$ cat src/rtl/crcm_pkg.sv
// Shared constants, types and pooled-map tables for the conv/ReLU/clamp/maxpool block.
// Image and kernel geometry are fixed here; every module takes this package in.
// No dependencies.
package crcm_pkg;

   localparam int IMG_W        = 28;
   localparam int IMG_H        = 28;
   localparam int KERNEL       = 3;
   localparam int MAX_CHANNELS = 8;
   localparam int POOL         = 2;

   localparam int WDEPTH = MAX_CHANNELS * KERNEL * KERNEL;
   localparam int IDEPTH = MAX_CHANNELS * IMG_W * IMG_H;
   localparam int WAW    = (WDEPTH > 1) ? $clog2(WDEPTH) : 1;
   localparam int IAW    = (IDEPTH > 1) ? $clog2(IDEPTH) : 1;

   localparam int IDX_W = 13;
   localparam int VAL_W = 16;
   localparam int OUT_W = 15;

   localparam int DIM_MAX   = (IMG_W > IMG_H) ? IMG_W : IMG_H;
   localparam int DIM_W     = $clog2(DIM_MAX) + 1;
   localparam int CH_W      = (MAX_CHANNELS > 1) ? $clog2(MAX_CHANNELS) : 1;
   localparam int K_W       = (KERNEL > 1) ? $clog2(KERNEL) : 1;
   localparam int ACC_W     = 2 * VAL_W + $clog2(WDEPTH + 1) + 1;
   localparam int DIV_CNT_W = $clog2(IDX_W + 1);

   localparam logic [1:0] MODE_WEIGHT = 2'd0;
   localparam logic [1:0] MODE_PIXEL  = 2'd1;
   localparam logic [1:0] MODE_QUERY  = 2'd2;

   localparam logic [1:0] CSR_STRIDE   = 2'd0;
   localparam logic [1:0] CSR_CHANNELS = 2'd1;
   localparam logic [1:0] CSR_BIAS     = 2'd2;
   localparam logic [1:0] CSR_CLAMP    = 2'd3;

   // pooled map width and height for each stride
   localparam int PW_S1 = (IMG_W < KERNEL) ? 0 : ((IMG_W - KERNEL) / 1 + 1) / POOL;
   localparam int PW_S2 = (IMG_W < KERNEL) ? 0 : ((IMG_W - KERNEL) / 2 + 1) / POOL;
   localparam int PW_S3 = (IMG_W < KERNEL) ? 0 : ((IMG_W - KERNEL) / 3 + 1) / POOL;
   localparam int PW_S4 = (IMG_W < KERNEL) ? 0 : ((IMG_W - KERNEL) / 4 + 1) / POOL;
   localparam int PH_S1 = (IMG_H < KERNEL) ? 0 : ((IMG_H - KERNEL) / 1 + 1) / POOL;
   localparam int PH_S2 = (IMG_H < KERNEL) ? 0 : ((IMG_H - KERNEL) / 2 + 1) / POOL;
   localparam int PH_S3 = (IMG_H < KERNEL) ? 0 : ((IMG_H - KERNEL) / 3 + 1) / POOL;
   localparam int PH_S4 = (IMG_H < KERNEL) ? 0 : ((IMG_H - KERNEL) / 4 + 1) / POOL;

   typedef logic [DIM_W-1:0] dim_type;

   function automatic dim_type pool_w(input logic [2:0] st);
      case (st)
         3'd2:    return DIM_W'(PW_S2);
         3'd3:    return DIM_W'(PW_S3);
         3'd4:    return DIM_W'(PW_S4);
         default: return DIM_W'(PW_S1);
      endcase
   endfunction

   function automatic dim_type pool_h(input logic [2:0] st);
      case (st)
         3'd2:    return DIM_W'(PH_S2);
         3'd3:    return DIM_W'(PH_S3);
         3'd4:    return DIM_W'(PH_S4);
         default: return DIM_W'(PH_S1);
      endcase
   endfunction

   typedef struct packed {
      logic    done;
      dim_type quot;
      dim_type rem;
   } div_result_type;

   typedef struct packed {
      logic clear;
      logic valid;
   } mac_ctrl_type;

   typedef struct packed {
      logic             w_we;
      logic [WAW-1:0]   w_addr;
      logic             i_we;
      logic [IAW-1:0]   i_addr;
      logic [VAL_W-1:0] data;
   } store_wr_type;

endpackage

$ cat src/rtl/crcm_div.sv
// Restoring divider, one quotient bit per cycle: splits a pooled position into row and column.
// Depends on crcm_pkg.
module crcm_div
   import crcm_pkg::*;
(
   input  logic                 clock,
   input  logic                 reset,
   input  logic                 start,
   input  logic [IDX_W-1:0]     dividend,
   input  dim_type              divisor,
   output div_result_type       result
);

   logic [DIM_W:0]     rem_ff, rem_in;
   logic [IDX_W-1:0]   quo_ff, quo_in;
   logic [DIV_CNT_W-1:0] cnt_ff, cnt_in;
   logic               busy_ff, busy_in;
   logic               done_ff, done_in;
   logic [DIM_W:0]     shifted;

   always_comb begin
      shifted = {rem_ff[DIM_W-1:0], quo_ff[IDX_W-1]};
      rem_in  = rem_ff;
      quo_in  = quo_ff;
      cnt_in  = cnt_ff;
      busy_in = busy_ff;
      done_in = 1'b0;
      if (start) begin
         rem_in  = '0;
         quo_in  = dividend;
         cnt_in  = DIV_CNT_W'(IDX_W);
         busy_in = 1'b1;
      end else if (busy_ff) begin
         quo_in = {quo_ff[IDX_W-2:0], 1'b0};
         if (shifted >= {1'b0, divisor}) begin
            rem_in    = shifted - {1'b0, divisor};
            quo_in[0] = 1'b1;
         end else begin
            rem_in = shifted;
         end
         cnt_in = cnt_ff - DIV_CNT_W'(1);
         if (cnt_ff == DIV_CNT_W'(1)) begin
            busy_in = 1'b0;
            done_in = 1'b1;
         end
      end
   end

   always_ff @(posedge clock) begin
      if (reset) begin
         busy_ff <= 1'b0;
         done_ff <= 1'b0;
         cnt_ff  <= '0;
      end else begin
         busy_ff <= busy_in;
         done_ff <= done_in;
         cnt_ff  <= cnt_in;
      end
   end

   always_ff @(posedge clock) begin
      rem_ff <= rem_in;
      quo_ff <= quo_in;
   end

   assign result.done = done_ff;
   assign result.quot = quo_ff[DIM_W-1:0];
   assign result.rem  = rem_ff[DIM_W-1:0];

endmodule

$ cat config.mk
export PLATFORM = sky130hd
export DESIGN_NAME = crcm_div
export DESIGN_NICKNAME = d
export VERILOG_FILES = /design/src/rtl/crcm_pkg.sv /design/src/rtl/crcm_div.sv
export SDC_FILE = /design/constraint.sdc
export NUM_CORES = 1
export LEC_CHECK = 0
export BUFFER_PORTS_ARGS = -buffer_cell sky130_fd_sc_hd__buf_4
export CAP_MARGIN = 20
export CORE_UTILIZATION = 53
export CTS_CLUSTER_SIZE = 16
export DETAILED_ROUTE_END_ITERATION = 10
export GPL_TIMING_DRIVEN = 0
export MAX_ROUTING_LAYER = met4
export PLACE_DENSITY_LB_ADDON = 0.2
export SYNTH_ARGS = -nofsm -noshare
export SYNTH_HDL_FRONTEND = slang
export SYNTH_SLANG_ARGS = --single-unit
$ cat constraint.sdc
create_clock -name clock -period 2.5 [get_ports clock]
set_clock_uncertainty 0.2 [all_clocks]
set_input_delay 0.375 -clock clock [delete_from_list [all_inputs] [get_ports clock]]
set_output_delay 0.375 -clock clock [all_outputs]
set_load 0.01 [all_outputs]
## Word level (Yosys, flattened, before mapping)

Cells that the tools add are included.

| cells by class | value |
|---|---|
| eq/ne operators | 1 |
| add/sub/neg operators | 2 |
| magnitude comparators | 1 |
| reduce and logical (&&, ||, !) cells | 3 |
| muxes and demuxes | 10 |
| bitwise logic cells | 1 |

Operators with widths:

| kind | number |
|---|---|
| 2-to-1 mux 13 bit | 2 |
| 2-to-1 mux 4 bit | 2 |
| greater-or-equal comparator 7 x 6 -> 1 bit | 1 |
| 2-to-1 mux 6 bit | 1 |
| subtractor 6 bit | 1 |
| 2-to-1 mux 1 bit | 5 |
| equality test 4 x 1 -> 1 bit (second input constant) | 1 |
| subtractor 4 x 1 -> 4 bit (second input constant) | 1 |
| OR reduction 3 bit | 1 |
| nonzero test 2 bit | 1 |
| OR reduction 2 bit | 1 |
| NOT 1 bit | 1 |

| word-level totals | value |
|---|---|
| output and inout bits | 13 |
| bits of input ports | 22 |
| logic and storage cells | 24 |
| register bits | 25 |

## Longest topological paths before layout

Gate-level depths: netlist (run 1).

| logic depth | value |
|---|---|
| depth after elaboration | 4 |
| depth in mapped cells | 8 |
| mapped depth without buffers | 8 |

## Least setup slack after synthesis (run 1)

No wires, ideal clock.

| path | value |
|---|---|
| path type | in2reg |
| start | input port divisor[4] |
| end | register rem_ff[0] |
| buffers on the path | 1 |
| cell stages on the path | 8 |
| path slack | 0.177 ns |
| data arrival time | 2.028 ns |
| cell sequence | inv_1 -> ha_1 -> a21o_1 -> a211o_1 -> a41o_1 -> buf_6 -> or4b_1 -> o311ai_1 |

| on the way | value |
|---|---|
| cells in the longest elaborated chain, start to end | 2 |

RTL lines:

| element | RTL line | text |
|---|---|---|
| from (decl) | crcm_div.sv:10 | `input dim_type divisor,` |
| greater-or-equal comparator 7 x 6 -> 1 bit | crcm_div.sv:35 | `if (shifted >= {1'b0, divisor}) begin` |
| 2-to-1 mux 6 bit | crcm_div.sv:35 |  |
| to (signal assigned) | crcm_div.sv:62 | `rem_ff <= rem_in;` |
| to (decl) | crcm_div.sv:14 | `logic [DIM_W:0] rem_ff, rem_in;` |

No other way between the ends.
A chain may end at the register's enable or synchronous reset.

## Worst setup path after layout (run 1)

| path | value |
|---|---|
| start | register rem_ff[3] |
| end | register rem_ff[0] |

| on the way | value |
|---|---|
| cells in the longest elaborated chain, start to end | 2 |

RTL lines:

| element | RTL line |
|---|---|
| greater-or-equal comparator 7 x 6 -> 1 bit | crcm_div.sv:35 |
| 2-to-1 mux 6 bit | crcm_div.sv:35 |

No other way between the ends.

==> metrics.md, run 1 <==
| Metric | Value |
|---|---|
| Placeable Area | roughly 2500 um2 |
| Setup crit end kind | register |
| P_leak | 0.785 nW |
| Internal | between 0.7 and 0.8 mW |
| Sw frac | 28.4% |
| Die Height | about 54 um |
| Vias in the first global route | 941 |
| Status | complete, no violations |
| Synthesized area per cell | approximately 11 um2 |
| Vias | 1085 |
| DR iter-0 viols | 17 |
| Synth warn | 0 |
| FP Rows | 18 |
| Synthesized Nets | 166 |
| Initial Utilization | roughly 57% |
| Sequential cell area fraction in the yosys report | between 40% and 50% |
| Cells after synthesis | approximately 130 |
| Critical Path AT | around 2.4 ns |
| Maximum vdd drop | roughly 480 uV |
| Port bufs | 34 |
| WS Path Type | reg -> reg |
| Hold_buf cts | 0 |
| Largest net degree at the start of global routing | 15 |
| Placed insts | ~200 |
| Largest cells by area after synthesis | edfxtp_1, dfxtp_1, mux2_2, ha_1, buf_4 |
| Synth Cell Area | approximately 1500 um2 |
| Die X | between 50 and 60 um |
| Drt wl/cell | roughly 13 um |
| Minimum clock period | 2.40 ns |
| Tot GR Track Use | around a fifth |
| Slowest stage delay, CP | ~0.46 ns |
| Worst-path cell chain | ha_1, a21o_1, a211o_1, a41o_1, buf_6, or4b_1, o311ai_1 |
| Worst r2r path cells | 7 |
| Drt total wl | 2.72 mm |
| Via density per instance | ~5.4 |
| Max-Cap Viols | 0 |
| Critical Path Fanout Max | 10 |
| EDFF count, synth | 13 |
| Final Net Count | roughly 210 |
| Fill cell count | between 200 and 250 |
| NetSw | 0.279 mW |
| P per Cell Area | approximately 550 nW/um2 |
| Global placer's final weighted congestion | just under 0.8 |
| Area grow syn2layout | 22.0% |
| Synth area leader | edfxtp_1 |
| RSZ-0062 raised after global routing | false |
| Clock share of power | between 10% and 20% |
| Antenna Nets Post-Route | 0 |
| Ant. Diodes | 0 |
| Reg-to-reg slack, setup | 0.1 ns |
| H-tree depth | 1 |
| Top-area cell type share of the netlist area | 26.8% |
| First-pass GRT wire length | 4.04 mm |
| CP required | approximately 2.5 ns |
| Max-slew violations | 0 |
| # clock sinks | 25 |
| Skew-Pair Late Insertion Delay | 0.31 ns |
| Root Driver | clkbuf_4 |
| CTS tree | built |
| Fraction of layout instances using a drive strength above 1 | roughly 37% |
| Dpl hpwl | approximately 2.1 mm |
| Flop pwr share | between 50 and 60% |
| DRC | 0 |
| Placement Setup Slack | -0.0179 ns |
| Router iterations before antenna repair | 4 |
| Setup ws final | ~0.099 ns |
| Post CTS Setup Buffer Count | 0 |
| Initial antenna violation count | 0 |
| Tcrit/Tclk final | between 90 and 100% |
| Finish-stage setup viols | 0 |
| CTS max path bufs | 2 |
| Critical Path Start Type | register |
| FFs w/ async S/R, synth | 0% |
| Fmax | roughly 0.42 GHz |
| Min-delay worst type | in -> reg |
| CTS resizes | 0 |
| Slowest CP cell | or4b_1 |
| Least-Margin Pin Slew | 0.524 ns |
| Dominant synthesized flop cell | edfxtp_1 |
| Slew headroom | 65.1% |
| Comb pwr share | a little under a third |
| I/O pins | 35 |
| Seq cells post-synth | 25 |
| Hold depth | 2 |
| Final Power | a little under 1 mW |
| GRT overflow | 0 |
| Synth unique cells | 35 |
| Hold Vio Cnt, Final | 0 |
| Fin cells | 202 |
| Worst-path clk slew | roughly 0.13 ns |
| CTS Buf Count | 3 |
| Die area | slightly below 3000 um2 |
==> worst paths after layout <==
path                     startpoint                      to
max          rem_ff[3]$_SDFFE_PP0P_  rem_ff[0]$_SDFFE_PP0P_
min                           reset  cnt_ff[3]$_SDFFE_PP0P_
max reg2reg  rem_ff[3]$_SDFFE_PP0P_  rem_ff[0]$_SDFFE_PP0P_
min reg2reg  cnt_ff[1]$_SDFFE_PP0P_  cnt_ff[1]$_SDFFE_PP0P_
==> cell type report <==
type	instances	area [um2]	share of cell area, %
tap	30	37.5	2.11
inverter	12	45.0	2.54
multi-input combinational	85	682	38.4
clock buffer	3	22.5	1.27
clock inverter	1	5.00	0.282
buffer	12	97.6	5.50
timing repair buffer	34	255	14.4
sequential	25	631	35.5
==> stage by stage <==
stage / hold WS (ns) / cell area [um2] / TNS (ns) / util [%]
floorplan: 0.244 / 1460 / 0 / -
global placement: 0.287 / 1750 / 0 / 68.7
detailed placement: 0.301 / 1750 / -0.0179 / 68.7
CTS: 0.0280 / 1780 / 0 / 69.8
global route: 0.0133 / 1780 / 0 / 69.8
finish: 0.0444 / 1780 / 0 / 69.8
==> cells in the final DEF, fill, tap and decap left out, drive strengths merged, types with 2 or more instances in the layout <==
master	count
dfxtp	12
ha	9
clkbuf	3
clkinv	2
buf	46
mux2i	3
o21ai	5
nor2b	2
a21oi	8
o311ai	2
nand2b	4
mux2	14
nor2	10
inv	11
a211oi	4
xnor2	3
edfxtp	13
xor2	3
nand2	3
nand4b	2
==> flip-flops by register name (all words and copies together) (netlist names) <==
name / flops
busy_ff: 1
cnt_ff: 4
done_ff: 1
quo_ff: 13
rem_ff: 6
==> cells in the mapped netlist, types with 2 or more instances <==
master	n
nor2b_1	2
nand2_1	3
mux2i_1	3
edfxtp_1	13
buf_6	3
a21oi_1	8
inv_1	11
nand4b_1	2
ha_1	9
xor2_1	3
buf_4	8
nand2b_1	4
dfxtp_1	12
mux2_2	14
a211oi_1	4
o21ai_0	5
xnor2_1	3
nor2_1	10
==> cells by family (layout without fill, tap and decap cells) <==
group | count (synthesis) | in the layout | share of synthesized area (%)
xor+xnor | 6 | 6 | 3.61
fa+ha+maj | 10 | 10 | 9.11
simple gates | 27 | 27 | 10.1
mux | 17 | 17 | 12.9
compound gates | 25 | 25 | 11.2
flops | 25 | 25 | 43.3
buf+inv | 24 | 62 | 9.80
==> power groups by stage <==
stage	combinational, mW	sequential (mW)	clock [mW]
3_3_place_gp	0.288	0.511	0
4_1_cts	0.302	0.505	0.187
2_1_floorplan	0.199	0.511	0
6_report	0.301	0.504	0.177
3_5_place_dp	0.300	0.514	0
5_1_grt	0.332	0.510	0.206
==> critical path, delay by kind of cell (launching register included) <==
family / cells / cell delay [ns]
flip-flops: 1 / 0.37
buffers and inverters: 1 / 0.14
AND/OR/NAND/NOR: 1 / 0.46
AO/OA/AOI/OAI: 4 / 0.79
adder cells (fa/ha/maj): 1 / 0.36
==> routing by layer <==
layer,vias to the layer above,GRT usage (%),routed length (um)
met5,-,-,0
met4,0,3.85,22
met3,4,5.00,111
met2,28,34.1,1360
met1,506,23.9,1220
li1,547,-,-
Note: power is estimated with default switching activity, not from simulation.
==> run 2: changes to the inputs <==
--- a/config.mk
+++ b/config.mk
@@ -7,6 +7,7 @@
 export LEC_CHECK = 0
 export BUFFER_PORTS_ARGS = -buffer_cell sky130_fd_sc_hd__buf_4
 export CAP_MARGIN = 20
+export CORE_ASPECT_RATIO = 2
 export CORE_UTILIZATION = 53
 export CTS_CLUSTER_SIZE = 16
 export DETAILED_ROUTE_END_ITERATION = 10
==> constraint.sdc (replaced) <==
create_clock -name clock -period 2.6 [get_ports clock]
set_clock_uncertainty 0.2 [all_clocks]
set_input_delay 0.39 -clock clock [delete_from_list [all_inputs] [get_ports clock]]
set_output_delay 0.39 -clock clock [all_outputs]
set_load 0.01 [all_outputs]
==> run 2 against run 1 <==
Effect of this change: global-route usage increased by 2.7 points; count of clock-buffer cells in the layout unchanged; first-iteration DRC count increased by 47%; total power increased by 1.3%; clock power increased by 26%.
==> metrics.md, run 2 (synthesis results as in run 1) <==
| Metric | Value |
|---|---|
| Largest net degree at the start of global routing | 15 (unchanged) |
| Fmax | 0.423 GHz (was 0.417 GHz) |
| Clock share of power | 22.5% (was 18.1%) |
| Max reg flops | 13 (unchanged) |
| CTS Buf Count | 3 (unchanged) |
| CTS tree | built (unchanged) |
| Final Instance Area | 1790 um2 (was 1780 um2) |
| RSZ-0062 raised after global routing | false (unchanged) |
| Tot GR Track Use | 22.7% (was 20.0%) |
| Largest regs | quo_ff: 13 flops, rem_ff: 6 flops, cnt_ff: 4 flops (unchanged) |
| FP Rows | 26 (was 18) |
| Area occupied by multi-input gates | 682 um2 (unchanged) |
| Dpl hpwl | 2.26 mm (was 2.11 mm) |
| Least-Margin Pin Slew | 0.528 ns (was 0.524 ns) |
| Post-layout util | 69.7% (was 69.8%) |
| Commonest cells after routing, fill and taps aside | buf_4, mux2_2, edfxtp_1 (unchanged) |
| Comb pwr share | 28.8% (was 30.6%) |
| Die X | 39.1 um (was 54.4 um) |
| Worst-path clk slew | 0.08 ns (was 0.13 ns) |
| Tcrit/Tclk final | 90.9% (was 96.0%) |
| Reg-to-reg slack, setup | 0.24 ns (was 0.1 ns) |
| Fin Hold WS | 0.123 ns (was 0.0444 ns) |
| Root Driver | clkbuf_8 (was clkbuf_4) |
| Skew-Pair Late Insertion Delay | 0.26 ns (was 0.31 ns) |
| P_leak | 0.793 nW (was 0.785 nW) |
| GRT overflow | 0 (unchanged) |
| Setup crit end kind | register (unchanged) |
| Drt total wl | 2.80 mm (was 2.72 mm) |
| Hold Vio Cnt, Final | 0 (unchanged) |
| Area grow syn2layout | 23.1% (was 22.0%) |
| Reg2Reg Launch Point | rem_ff[3]$_SDFFE_PP0P_ (unchanged) |
| Vias in the first global route | 1181 (was 941) |
| Post-DP Area | 1750 um2 (about the same) |
| Die Height | 76.1 um (was 54.4 um) |
| Antenna Nets Post-Route | 0 (unchanged) |
| I/O pins | 35 (unchanged) |
| Register Area | 631 um2 (unchanged) |
| Status | complete, no violations (unchanged) |
| Critical Path Source | rem_ff[3]$_SDFFE_PP0P_ (unchanged) |
| Global placer's final weighted congestion | 0.767 (was 0.789) |
| P per Cell Area | 555 nW/um2 (was 553 nW/um2) |
| Critical Path Start Type | register (unchanged) |
| Slowest stage delay, CP | 0.47 ns (was 0.46 ns) |
| Max-Cap Viols | 0 (unchanged) |
| CTS resizes | 0 (unchanged) |
| Placeable Area | 2570 um2 (was 2540 um2) |
| Flop pwr share | 48.7% (was 51.3%) |
| Worst-path cell chain | ha_1, a21o_1, a211o_1, a41o_1, buf_6, or4b_1, o311ai_1 (unchanged) |
| Minimum clock period | 2.36 ns (was 2.40 ns) |
| Post CTS Setup Buffer Count | 0 (unchanged) |
| Port bufs | 34 (unchanged) |
| CP required | 2.57 ns (was 2.53 ns) |
| Die area | 2970 um2 (was 2960 um2) |
| Reg with most FFs | quo_ff (unchanged) |
| Router iterations before antenna repair | 4 (unchanged) |
| Finish-stage setup viols | 0 (unchanged) |
| First-pass GRT wire length | 4.81 mm (was 4.04 mm) |
| Via density per instance | 5.48 (was 5.37) |
| Critical Path Fanout Max | 10 (unchanged) |
| Vias | 1096 (was 1085) |
| NetSw | 0.270 mW (was 0.279 mW) |
| Min-delay worst type | in -> reg (unchanged) |
| CTS max path bufs | 2 (unchanged) |
| WS Path Type | reg -> reg (unchanged) |
| Slew headroom | 64.8% (was 65.1%) |
| H-tree depth | 1 (unchanged) |
| Initial Utilization | 56.6% (was 57.2%) |
| Final Net Count | 205 (unchanged) |
| Hold_buf cts | 0 (unchanged) |
| Drt wl/cell | 14.0 um (was 13.4 um) |
| Commonest non-fill, non-tap cell in the layout | buf_4 (unchanged) |
| Slowest CP cell | or4b_1 (unchanged) |
| Maximum vdd drop | 317 uV (was 477 uV) |
| DRC | 0 (unchanged) |
| Fill cell count | 212 (was 213) |
| # clock sinks | 25 (unchanged) |
| Internal | 0.725 mW (was 0.703 mW) |
| Critical Path AT | 2.33 ns (was 2.43 ns) |
| Hold depth | 2 (unchanged) |
| DR iter-0 viols | 25 (was 17) |
| Setup TNS | 0 ns (unchanged) |
| Initial antenna violation count | 0 (unchanged) |
| Sw frac | 27.1% (was 28.4%) |
| Fraction of layout instances using a drive strength above 1 | 37.2% (unchanged) |
| Worst r2r path cells | 7 (unchanged) |
| Max-slew violations | 0 (unchanged) |
| Ant. Diodes | 0 (unchanged) |
| Hold Crit Start | reset (unchanged) |
run 2: changes by cell type in the layout (fill, tap and decap cells not counted):
cell      change
clkbuf_8      +3
clkbuf_4      -3
run 2: critical path: cells and delay by family (launching register included):
| family | cells | cell delay [ns] |
|---|---|---|
| AO/OA/AOI/OAI | 4 | 0.77 |
| adder cells (fa/ha/maj) | 1 | 0.35 |
| buffers and inverters | 1 | 0.14 |
| flip-flops | 1 | 0.35 |
| AND/OR/NAND/NOR | 1 | 0.47 |
run 2: final timing paths:
kind                            endpoint
setup reg to reg  rem_ff[0]$_SDFFE_PP0P_
hold / removal    cnt_ff[3]$_SDFFE_PP0P_
setup / recovery  rem_ff[0]$_SDFFE_PP0P_
hold reg to reg   rem_ff[5]$_SDFFE_PP0P_
run 2: stage by stage:
| stage | setup WS (ns) | total power [mW] | cells |
|---|---|---|---|
| floorplan | 0.262 | 0.683 | 134 |
| global placement | 0.0831 | 0.771 | 196 |
| detailed placement | 0.0726 | 0.782 | 196 |
| CTS | 0.222 | 1.00 | 200 |
| global route | 0.151 | 1.05 | 200 |
| finish | 0.235 | 0.994 | 200 |
run 2: power by group through the flow:
stage          sequential, mW  combinational, mW  clock (mW)
6_report                0.484              0.287       0.223
5_1_grt                 0.490              0.320       0.240
4_1_cts                 0.485              0.289       0.227
3_5_place_dp            0.494              0.288           0
3_3_place_gp            0.492              0.280           0
2_1_floorplan           0.491              0.192           0
run 2: layer usage:
layer / routed length, um / GRT usage, %
met3: 98 / 1.46
met5: 0 / -
met4: 55 / 10.3
met1: 943 / 21.9
met2: 1700 / 41.7
run 2: area by class of cell:
type                            instances  area share (%)
Buffer                                 12            5.45
Inverter                               12            2.51
Clock buffer                            3            2.30
Multi-Input combinational cell         85            38.1
Clock inverter                          1           0.279
Tap cell                               28            1.96
Sequential cell                        25            35.2
Timing Repair Buffer                   34            14.2
